## src/hdl/abp_pkg.sv

```systemverilog
`timescale 1ns / 1ps

package abp_pkg;

    localparam int PIXEL_W     = 32;
    localparam int CHAN_W      = 8;
    localparam int CFG_INDEX_W = 2;

    // Fully opaque alpha or full glyph coverage
    localparam logic [CHAN_W-1:0] ALPHA_OPAQUE = 8'hFF;

    // Configuration register indexes
    localparam logic [CFG_INDEX_W-1:0] CFG_BLEND_MODE  = 2'd0;
    localparam logic [CFG_INDEX_W-1:0] CFG_GLYPH_COLOR = 2'd1;

    typedef enum logic [1:0] {
        MODE_COPY  = 2'd0,
        MODE_RGBA  = 2'd1,
        MODE_GLYPH = 2'd2
    } t_blend_mode;

endpackage

```

## src/hdl/abp_chan_mix.sv

```systemverilog
`timescale 1ns / 1ps

// One colour channel: d + floor((s - d) * a / 256), kept to eight bits
module abp_chan_mix
    import abp_pkg::*;
(
    input  logic [CHAN_W-1:0] i_src,
    input  logic [CHAN_W-1:0] i_dst,
    input  logic [CHAN_W-1:0] i_alpha,
    output logic [CHAN_W-1:0] o_mix
);

    logic signed [CHAN_W:0]       diff;
    logic signed [2*CHAN_W+1:0]   prod;
    logic signed [2*CHAN_W+1:0]   step;

    // Signed difference times unsigned alpha, floored by arithmetic shift
    assign diff = $signed({1'b0, i_src}) - $signed({1'b0, i_dst});
    assign prod = diff * $signed({1'b0, i_alpha});
    assign step = prod >>> CHAN_W;

    // Wraps modulo 256; the true result always lies in range
    assign o_mix = step[CHAN_W-1:0] + i_dst;

endmodule

```

## src/hdl/abp_blend.sv

```systemverilog
`timescale 1ns / 1ps

// Mode selection and three-channel blend for one pixel
module abp_blend
    import abp_pkg::*;
(
    input  t_blend_mode          i_mode,
    input  logic [PIXEL_W-1:0]   i_glyph_color,
    input  logic [PIXEL_W-1:0]   i_source_pixel,
    input  logic [PIXEL_W-1:0]   i_dest_pixel,
    output logic [PIXEL_W-1:0]   o_result_pixel
);

    logic [CHAN_W-1:0]  alpha;
    logic [PIXEL_W-1:0] colour_src;
    logic [3*CHAN_W-1:0] rgb_mix;

    // Pick the blend alpha and colour source for the mode
    always_comb begin
        if (i_mode == MODE_GLYPH) begin
            alpha      = i_source_pixel[CHAN_W-1:0];
            colour_src = i_glyph_color;
        end else begin
            alpha      = i_source_pixel[PIXEL_W-1 -: CHAN_W];
            colour_src = i_source_pixel;
        end
    end

    // Blend B, G and R in parallel
    for (genvar k = 0; k < 3; k++) begin : g_chan
        abp_chan_mix u_mix (
            .i_src   (colour_src[k*CHAN_W +: CHAN_W]),
            .i_dst   (i_dest_pixel[k*CHAN_W +: CHAN_W]),
            .i_alpha (alpha),
            .o_mix   (rgb_mix[k*CHAN_W +: CHAN_W])
        );
    end

    // Assemble the result word
    always_comb begin
        unique case (i_mode)
            MODE_COPY: begin
                o_result_pixel = i_source_pixel;
            end
            MODE_RGBA: begin
                if (alpha == ALPHA_OPAQUE) begin
                    o_result_pixel = i_source_pixel;
                end else begin
                    o_result_pixel = {i_dest_pixel[PIXEL_W-1 -: CHAN_W], rgb_mix};
                end
            end
            MODE_GLYPH: begin
                if (alpha == ALPHA_OPAQUE) begin
                    o_result_pixel = i_glyph_color;
                end else begin
                    o_result_pixel = {ALPHA_OPAQUE, rgb_mix};
                end
            end
            default: begin
                // Unused selector: destination passes unchanged
                o_result_pixel = i_dest_pixel;
            end
        endcase
    end

endmodule

```

## src/hdl/alpha_blend_pixel_unit.sv

```systemverilog
`timescale 1ns / 1ps
// The pixel passes the input register and then the result register before its result
// is offered; a stall on the result side holds it in the result register.
// Throughput: one pixel per cycle unless the result side stalls; the blend is a single
// multiply-add per channel between the two registers.
// Reset (synchronous, active low): both pipeline stages empty, blend mode copy,
// glyph colour zero.
module alpha_blend_pixel_unit
    import abp_pkg::*;
(
    input  logic                   i_clk,
    input  logic                   i_rst_n,
    input  logic                   i_cfg_we,
    input  logic [CFG_INDEX_W-1:0] i_cfg_index,
    input  logic [PIXEL_W-1:0]     i_cfg_data,
    input  logic                   i_in_valid,
    output logic                   o_in_stall,
    input  logic [PIXEL_W-1:0]     i_source_pixel,
    input  logic [PIXEL_W-1:0]     i_dest_pixel,
    output logic                   o_out_valid,
    input  logic                   i_out_stall,
    output logic [PIXEL_W-1:0]     o_result_pixel
);

    t_blend_mode        r_mode;
    logic [PIXEL_W-1:0] r_glyph_color;

    logic               r_in_valid;
    logic [PIXEL_W-1:0] r_source_pixel;
    logic [PIXEL_W-1:0] r_dest_pixel;
    logic               r_out_valid;
    logic [PIXEL_W-1:0] r_result_pixel;
    logic [PIXEL_W-1:0] n_result_pixel;

    logic out_take;
    logic in_take;

    // Stage handshakes: each stage refills when empty or when it drains
    assign out_take   = !r_out_valid || !i_out_stall;
    assign in_take    = !r_in_valid || out_take;
    assign o_in_stall = !in_take;

    // Configuration registers; writes beyond the list are dropped
    always_ff @(posedge i_clk) begin
        if (!i_rst_n) begin
            r_mode        <= MODE_COPY;
            r_glyph_color <= '0;
        end else if (i_cfg_we) begin
            if (i_cfg_index == CFG_BLEND_MODE) begin
                r_mode <= t_blend_mode'(i_cfg_data[1:0]);
            end else if (i_cfg_index == CFG_GLYPH_COLOR) begin
                r_glyph_color <= i_cfg_data;
            end
        end
    end

    // Input register: capture on every transfer
    always_ff @(posedge i_clk) begin
        if (!i_rst_n) begin
            r_in_valid <= 1'b0;
        end else if (in_take) begin
            r_in_valid <= i_in_valid;
        end
    end

    always_ff @(posedge i_clk) begin
        if (in_take && i_in_valid) begin
            r_source_pixel <= i_source_pixel;
            r_dest_pixel   <= i_dest_pixel;
        end
    end

    abp_blend u_blend (
        .i_mode         (r_mode),
        .i_glyph_color  (r_glyph_color),
        .i_source_pixel (r_source_pixel),
        .i_dest_pixel   (r_dest_pixel),
        .o_result_pixel (n_result_pixel)
    );

    // Result register: hold while stalled, advance otherwise
    always_ff @(posedge i_clk) begin
        if (!i_rst_n) begin
            r_out_valid <= 1'b0;
        end else if (out_take) begin
            r_out_valid <= r_in_valid;
        end
    end

    always_ff @(posedge i_clk) begin
        if (out_take && r_in_valid) begin
            r_result_pixel <= n_result_pixel;
        end
    end

    assign o_out_valid    = r_out_valid;
    assign o_result_pixel = r_result_pixel;

endmodule
```

## config.mk

```make
export PLATFORM = sky130hd
export DESIGN_NAME = alpha_blend_pixel_unit
export DESIGN_NICKNAME = d
export VERILOG_FILES = /design/src/hdl/abp_pkg.sv /design/src/hdl/abp_chan_mix.sv /design/src/hdl/abp_blend.sv /design/src/hdl/alpha_blend_pixel_unit.sv
export SDC_FILE = /design/constraint.sdc
export NUM_CORES = 1
export LEC_CHECK = 0
export ABC_AREA = 1
export BUFFER_PORTS_ARGS = -buffer_cell sky130_fd_sc_hd__buf_2
export CORE_AREA = 2 2 226 228
export CTS_BUF_LIST = sky130_fd_sc_hd__clkbuf_8
export DETAILED_ROUTE_END_ITERATION = 10
export DIE_AREA = 0 0 228 230
export PLACE_DENSITY_LB_ADDON = 0.15
export REMOVE_ABC_BUFFERS = 1
export SLEW_MARGIN = 20
export SYNTH_ARGS = -nofsm -noshare
export SYNTH_HDL_FRONTEND = slang
export SYNTH_SLANG_ARGS = --single-unit
```

## constraint.sdc

```tcl
create_clock -name i_clk -period 17.1 [get_ports i_clk]
set_input_delay 3.42 -clock i_clk [delete_from_list [all_inputs] [get_ports i_clk]]
set_output_delay 3.42 -clock i_clk [all_outputs]
set_load 0.01 [all_outputs]
```

* Word-level counts from Yosys, hierarchy flattened
Cells that the tools add are included.
** Storage, ports and cells
- Logic and storage cells :: 38
- Flip-flop bits (word level) :: 132
- Memories kept :: 0
- Bits in latches :: 0
- Output and inout bits :: 34
- RAM bits :: 0
- ROM bits :: 0
** Cells by class
- Multiplexer cells :: 5
- Order comparisons :: 0
- Bitwise operators :: 1
- $add $sub $neg :: 6
- Shift operators :: 0
- $mul :: 3
- Reduce and logical (&&, ||, !) cells :: 12
- Equal/unequal tests :: 4
- Div/mod/pow operators :: 0
** Operators with widths (count)
- case mux 32 bit (3 select lines) :: 1
- two-way mux 32 bit :: 2
- multiplier 9 x 9 -> 16 bit :: 3
- subtractor 8 x 8 -> 9 bit :: 3
- adder 8 bit :: 3
- two-way mux 24 bit :: 1
- == test 8 bit (second input constant) :: 1
- two-way mux 8 bit :: 1
- == test 2 x 1 -> 1 bit (second input constant) :: 2
- logical NOT 1 bit :: 4
- logical NOT 2 bit :: 2
- AND reduction 3 bit :: 1
- == test 2 bit (second input constant) :: 1
- logical AND 1 bit :: 2
- logical OR 1 bit :: 2
- AND reduction 2 bit :: 1
- NOT 1 bit :: 1

* Longest topological paths before layout
- Depth after elaboration :: 7
- Gate-level depth with buffers :: 49
- Depth with buffers taken out :: 47

* Modules after synthesis
A second synthesis with hierarchy kept.
** Second synthesis, totals
- Cell total of the unflattened synthesis :: 2023
- Area, all modules :: 15735.1 µm²
** By module, submodules not included
- alpha_blend_pixel_unit :: cells an instance 327, area each 4386.7 µm², instances 1
- abp_chan_mix at u_blend.g_chan[0].u_mix :: cells an instance 456, area each 3259.4 µm², instances 1
- abp_chan_mix at u_blend.g_chan[1].u_mix :: cells an instance 437, area each 3226.8 µm², instances 1
- abp_chan_mix at u_blend.g_chan[2].u_mix :: cells an instance 438, area each 3191.8 µm², instances 1
- abp_blend :: cells an instance 365, area each 1670.4 µm², instances 1

* Worst setup path before layout
OpenSTA, ideal clock, no wires.
- Kind :: flip-flop to flip-flop
- Start :: register r_mode[0]
- End :: register r_result_pixel[7] (netlist: o_result_pixel[7]) (data pin)
- Path buffers :: 3
- Arrival :: 7.372 ns
- Stages on the path, launching flop included :: 48
- Path slack :: 9.466 ns
- Cells stage by stage :: dfxtp_1 > inv_2 > nand2_2 > buf_2 > clkbuf_1 > buf_1 > nand2_1 > nand2_1 > ha_1 > a21oi_1 > o21ai_0 > a21oi_1 > o21bai_1 > nand2_1 > nand2_1 > a21oi_1 > or2_2 > nand2_1 > (+12 left out) > a211oi_1 > nand2_1 > nand3_1 > nand2_1 > nand2_1 > nand2_1 > xor2_1 > ha_1 > nand2_1 > or2_2 > nand3_1 > nand3_1 > nand2_1 > nand2_1 > nand3_1 > nand2_1 > o21ai_1 > nand3_1
** On the way
- Word-level cells in the longest chain between the ends :: 7
- Elaborated cells on any way between the ends :: 12
- Those cells by class :: add/sub: 2; mul: 1; eq/ne: 3; mux: 5; reduce/logical: 1
** RTL lines
- start: declaration :: line alpha_blend_pixel_unit.sv:25 : t_blend_mode r_mode;
- start signal: assignment :: line alpha_blend_pixel_unit.sv:50 : r_mode <= t_blend_mode'(i_cfg_data[1:0]);
- == test 2 bit :: line abp_blend.sv:20, abp_blend.sv:41
- two-way mux 24 bit :: line abp_blend.sv:20 : if (i_mode == MODE_GLYPH) begin
- subtractor 8 x 8 -> 9 bit :: line abp_chan_mix.sv:18 : assign diff = $signed({1'b0, i_src}) - $signed({1'b0, i_dst});
- multiplier 9 x 9 -> 16 bit :: line abp_chan_mix.sv:19 : assign prod = diff * $signed({1'b0, i_alpha});
- adder 8 bit :: line abp_chan_mix.sv:23 : assign o_mix = step[CHAN_W-1:0] + i_dst;
- two-way mux 32 bit (on tied branches) :: line abp_blend.sv:53, abp_blend.sv:46
- case mux 32 bit (3 select lines) (*) :: line abp_blend.sv:41 : unique case (i_mode)
- net n_result_pixel[7] :: line alpha_blend_pixel_unit.sv:33 : logic [PIXEL_W-1:0] n_result_pixel;
- end signal: assignment :: line alpha_blend_pixel_unit.sv:92 : r_result_pixel <= n_result_pixel;
- end: declaration :: line alpha_blend_pixel_unit.sv:32 : logic [PIXEL_W-1:0] r_result_pixel;
The timed path passes the listed nets; every way through them passes the cells marked *.
A chain may end at the register's enable or synchronous reset.

* Final worst setup path
- Start :: register r_mode[1]
- End :: register r_result_pixel[7] (netlist: o_result_pixel[7]) (data pin)
Same word-level chain as after synthesis.

==> out/summary.txt <==
top_reg_cell synth: edfxtp_1
drt total wl: 45,630 um
final hold violations: 0
Syn-to-layout area delta: 12.52%
Starting DRT DRC Count: 749
number of global-route vias before repair: 12,490
post-synth top area share: 0.2257
Max-cap violations: 0
post-synth cell types: 48
Clock Tree Buf Depth: 2
Wirelength per Cell: 17.08 um
Die Wd: 228 um
number of post-CTS setup repair buffers: 0
WP data arrival: 8.82 ns
grt total ovfl: 0
Worst Setup Path Type: reg2reg
worst path bufs/invs: 7
starting density of the core: 0.2988
most common cell after layout, fill and taps aside: nand2_1
largest family of logic cells by synthesized area: adder cells
Tmin final: 8.523 ns
HP Class: reg2reg
Inst Count DP: 2,640
# rows: 82
post-synthesis register bit count: 132
post-synthesis simple-gate area fraction: 0.1914
Die Height: 230 um
CP Max Fanout: 32
H-Tree Depth: 4
DRC: 0
worst endpoint required time: 17.40 ns
Setup TNS: 0 ns
Synth Instances: 1,862
total track usage: 0.1782
EDFF count, synth: 96
fin area: 16,770 um^2
most frequent cell on the critical path: nand2_1
slowest library cell on the worst path: fa_1
Max Clock Freq: 0.1173 GHz
Post-DP HPWL: 35,020 um
mux share of post-synthesis cell area: 0
Total Nets Final: 2,390
most frequent cells in the layout: nand2_1, inv_1, nor2_1
number of warning messages in the yosys log: 0
Synth area leader: fa_1
final weighted congestion in routability-driven placement: 0.8355
Placement Cell Area: 16,360 um^2
Clk Latency, worst-skew pair: 0.56 ns
Post-Layout Cell Count: 2,672
Slew HR: 0.3027
CTS sink cnt: 132
Initial DRT Pass Iterations: 5
syn_area_per_cell: 8.002 um^2
first-pass GRT wire length: 70,940 um
PortBufs: 136
share of layout cells above drive strength 1: 0.1125
CP Launch Type: register
CTS tree: done
compound-cell area share of the yosys netlist: 0.09010
die area: 52,440 um^2
Core ar.: 49,860 um^2
crit-path max cell delay: 0.55 ns
XOR/XNOR Fraction of Synth Area: 0.02469
register area share after synthesis: 0.2418
vias per std cell: 4.640
largest net degree at the start of global routing: 65
clk root buf: clkbuf_8
max-slew violations: 0
I/O pin cnt: 137
n_diodes: 0
Setup Viol. Count Final: 0
clock skew: 0.02033 ns
asr flop ratio synth: 0
initial antenna violation count: 0
Top delay family on crit path: adder cells
Num CTS Buffers: 17
Detail Route Antenna Nets: 0
# hold bufs at CTS: 0
DR vias: 12,400
# resized after CTS: 0
top post-synthesis cells by area: fa_1, edfxtp_1, ha_1
cell area after synthesis: 14,900 um^2
Final Cycle Share: 0.4984
unrepaired setup endpoints after global routing: no
CP Capture Type: register
status: completed
clk slew on worst S/H paths: 0.11 ns
adder-cell area share of the yosys netlist: 0.3366
slew of the pin with the lowest slew margin: 1.046 ns
==> synthesized netlist by cell type (all sizes together) (21+ instances only) <==
master  count
nand2     420
inv       395
nor2      194
fa        168
ha        132
o21ai     106
edfxtp     96
a21oi      76
nand3      37
clkbuf     36
dfxtp      36
xor2       28
nand4      21
==> state kept, by name, summed over array words and instances, names as in the netlist <==
signal,count
o_out_valid,1
o_result_pixel,32
r_dest_pixel,32
r_glyph_color,32
r_in_valid,1
r_mode,2
r_source_pixel,32
==> per-layer routing <==
layer | up-vias | part of all wire | global-route usage
met1 | 6039 | 0.49 | 0.2468
met2 | 298 | 0.45 | 0.2890
li1 | 6031 | - | -
met5 | - | 0 | 0
met4 | 0 | 0.014 | 0.03942
met3 | 30 | 0.044 | 0.03311
==> per-stage QoR <==
stage	setup WS, ns	hold slack (ns)	util
floorplan	9.327	0.4390	-
global placement	8.795	0.4760	0.3281
detailed placement	8.623	0.4709	0.3281
CTS	8.578	0.4860	0.3362
global route	7.883	0.4950	0.3362
finish	8.577	0.4852	0.3362
==> area by class of cell <==
cell class / count / area [um^2]
clock buffers: 17 / 234.0
clock inverters: 15 / 172.7
fillers: 5397 / 33100
inverters: 398 / 1494
multi-input cells: 1283 / 9598
flip-flops and latches: 132 / 3603
well taps: 672 / 840.8
repair buffers: 155 / 823.3
==> worst reg2reg max path, delay by kind of cell, from the launching register on <==
kind,cells,cell delay (ns)
flops,1,0.50
xor+xnor,2,0.67
simple gates,19,2.01
fa+ha+maj,8,3.13
compound gates,6,1.08
buf+inv,7,0.89
==> worst paths after layout <==
path | from | end | cells after the start | slack (ns)
setup / recovery | r_mode[1] | o_result_pixel[7] | 42 | 8.58
hold / removal | r_glyph_color[5] | r_glyph_color[5] | 2 | 0.49
setup reg to reg | r_mode[1] | o_result_pixel[7] | 42 | 8.58
hold reg to reg | r_glyph_color[5] | r_glyph_color[5] | 2 | 0.49
==> cell families (layout without fill, tap and decap cells) <==
kind of cell | after synthesis | after routing
AOI/OAI and AO/OA | 234 | 234
xor gates and xnor gates | 42 | 42
adders and majority gates | 300 | 300
buffers and inverters | 447 | 585
DFF | 132 | 132
and+or+nand+nor | 707 | 707
Power is not shown: default switching activity piles up to over one toggle a cycle in this logic, so the estimate is an artifact.
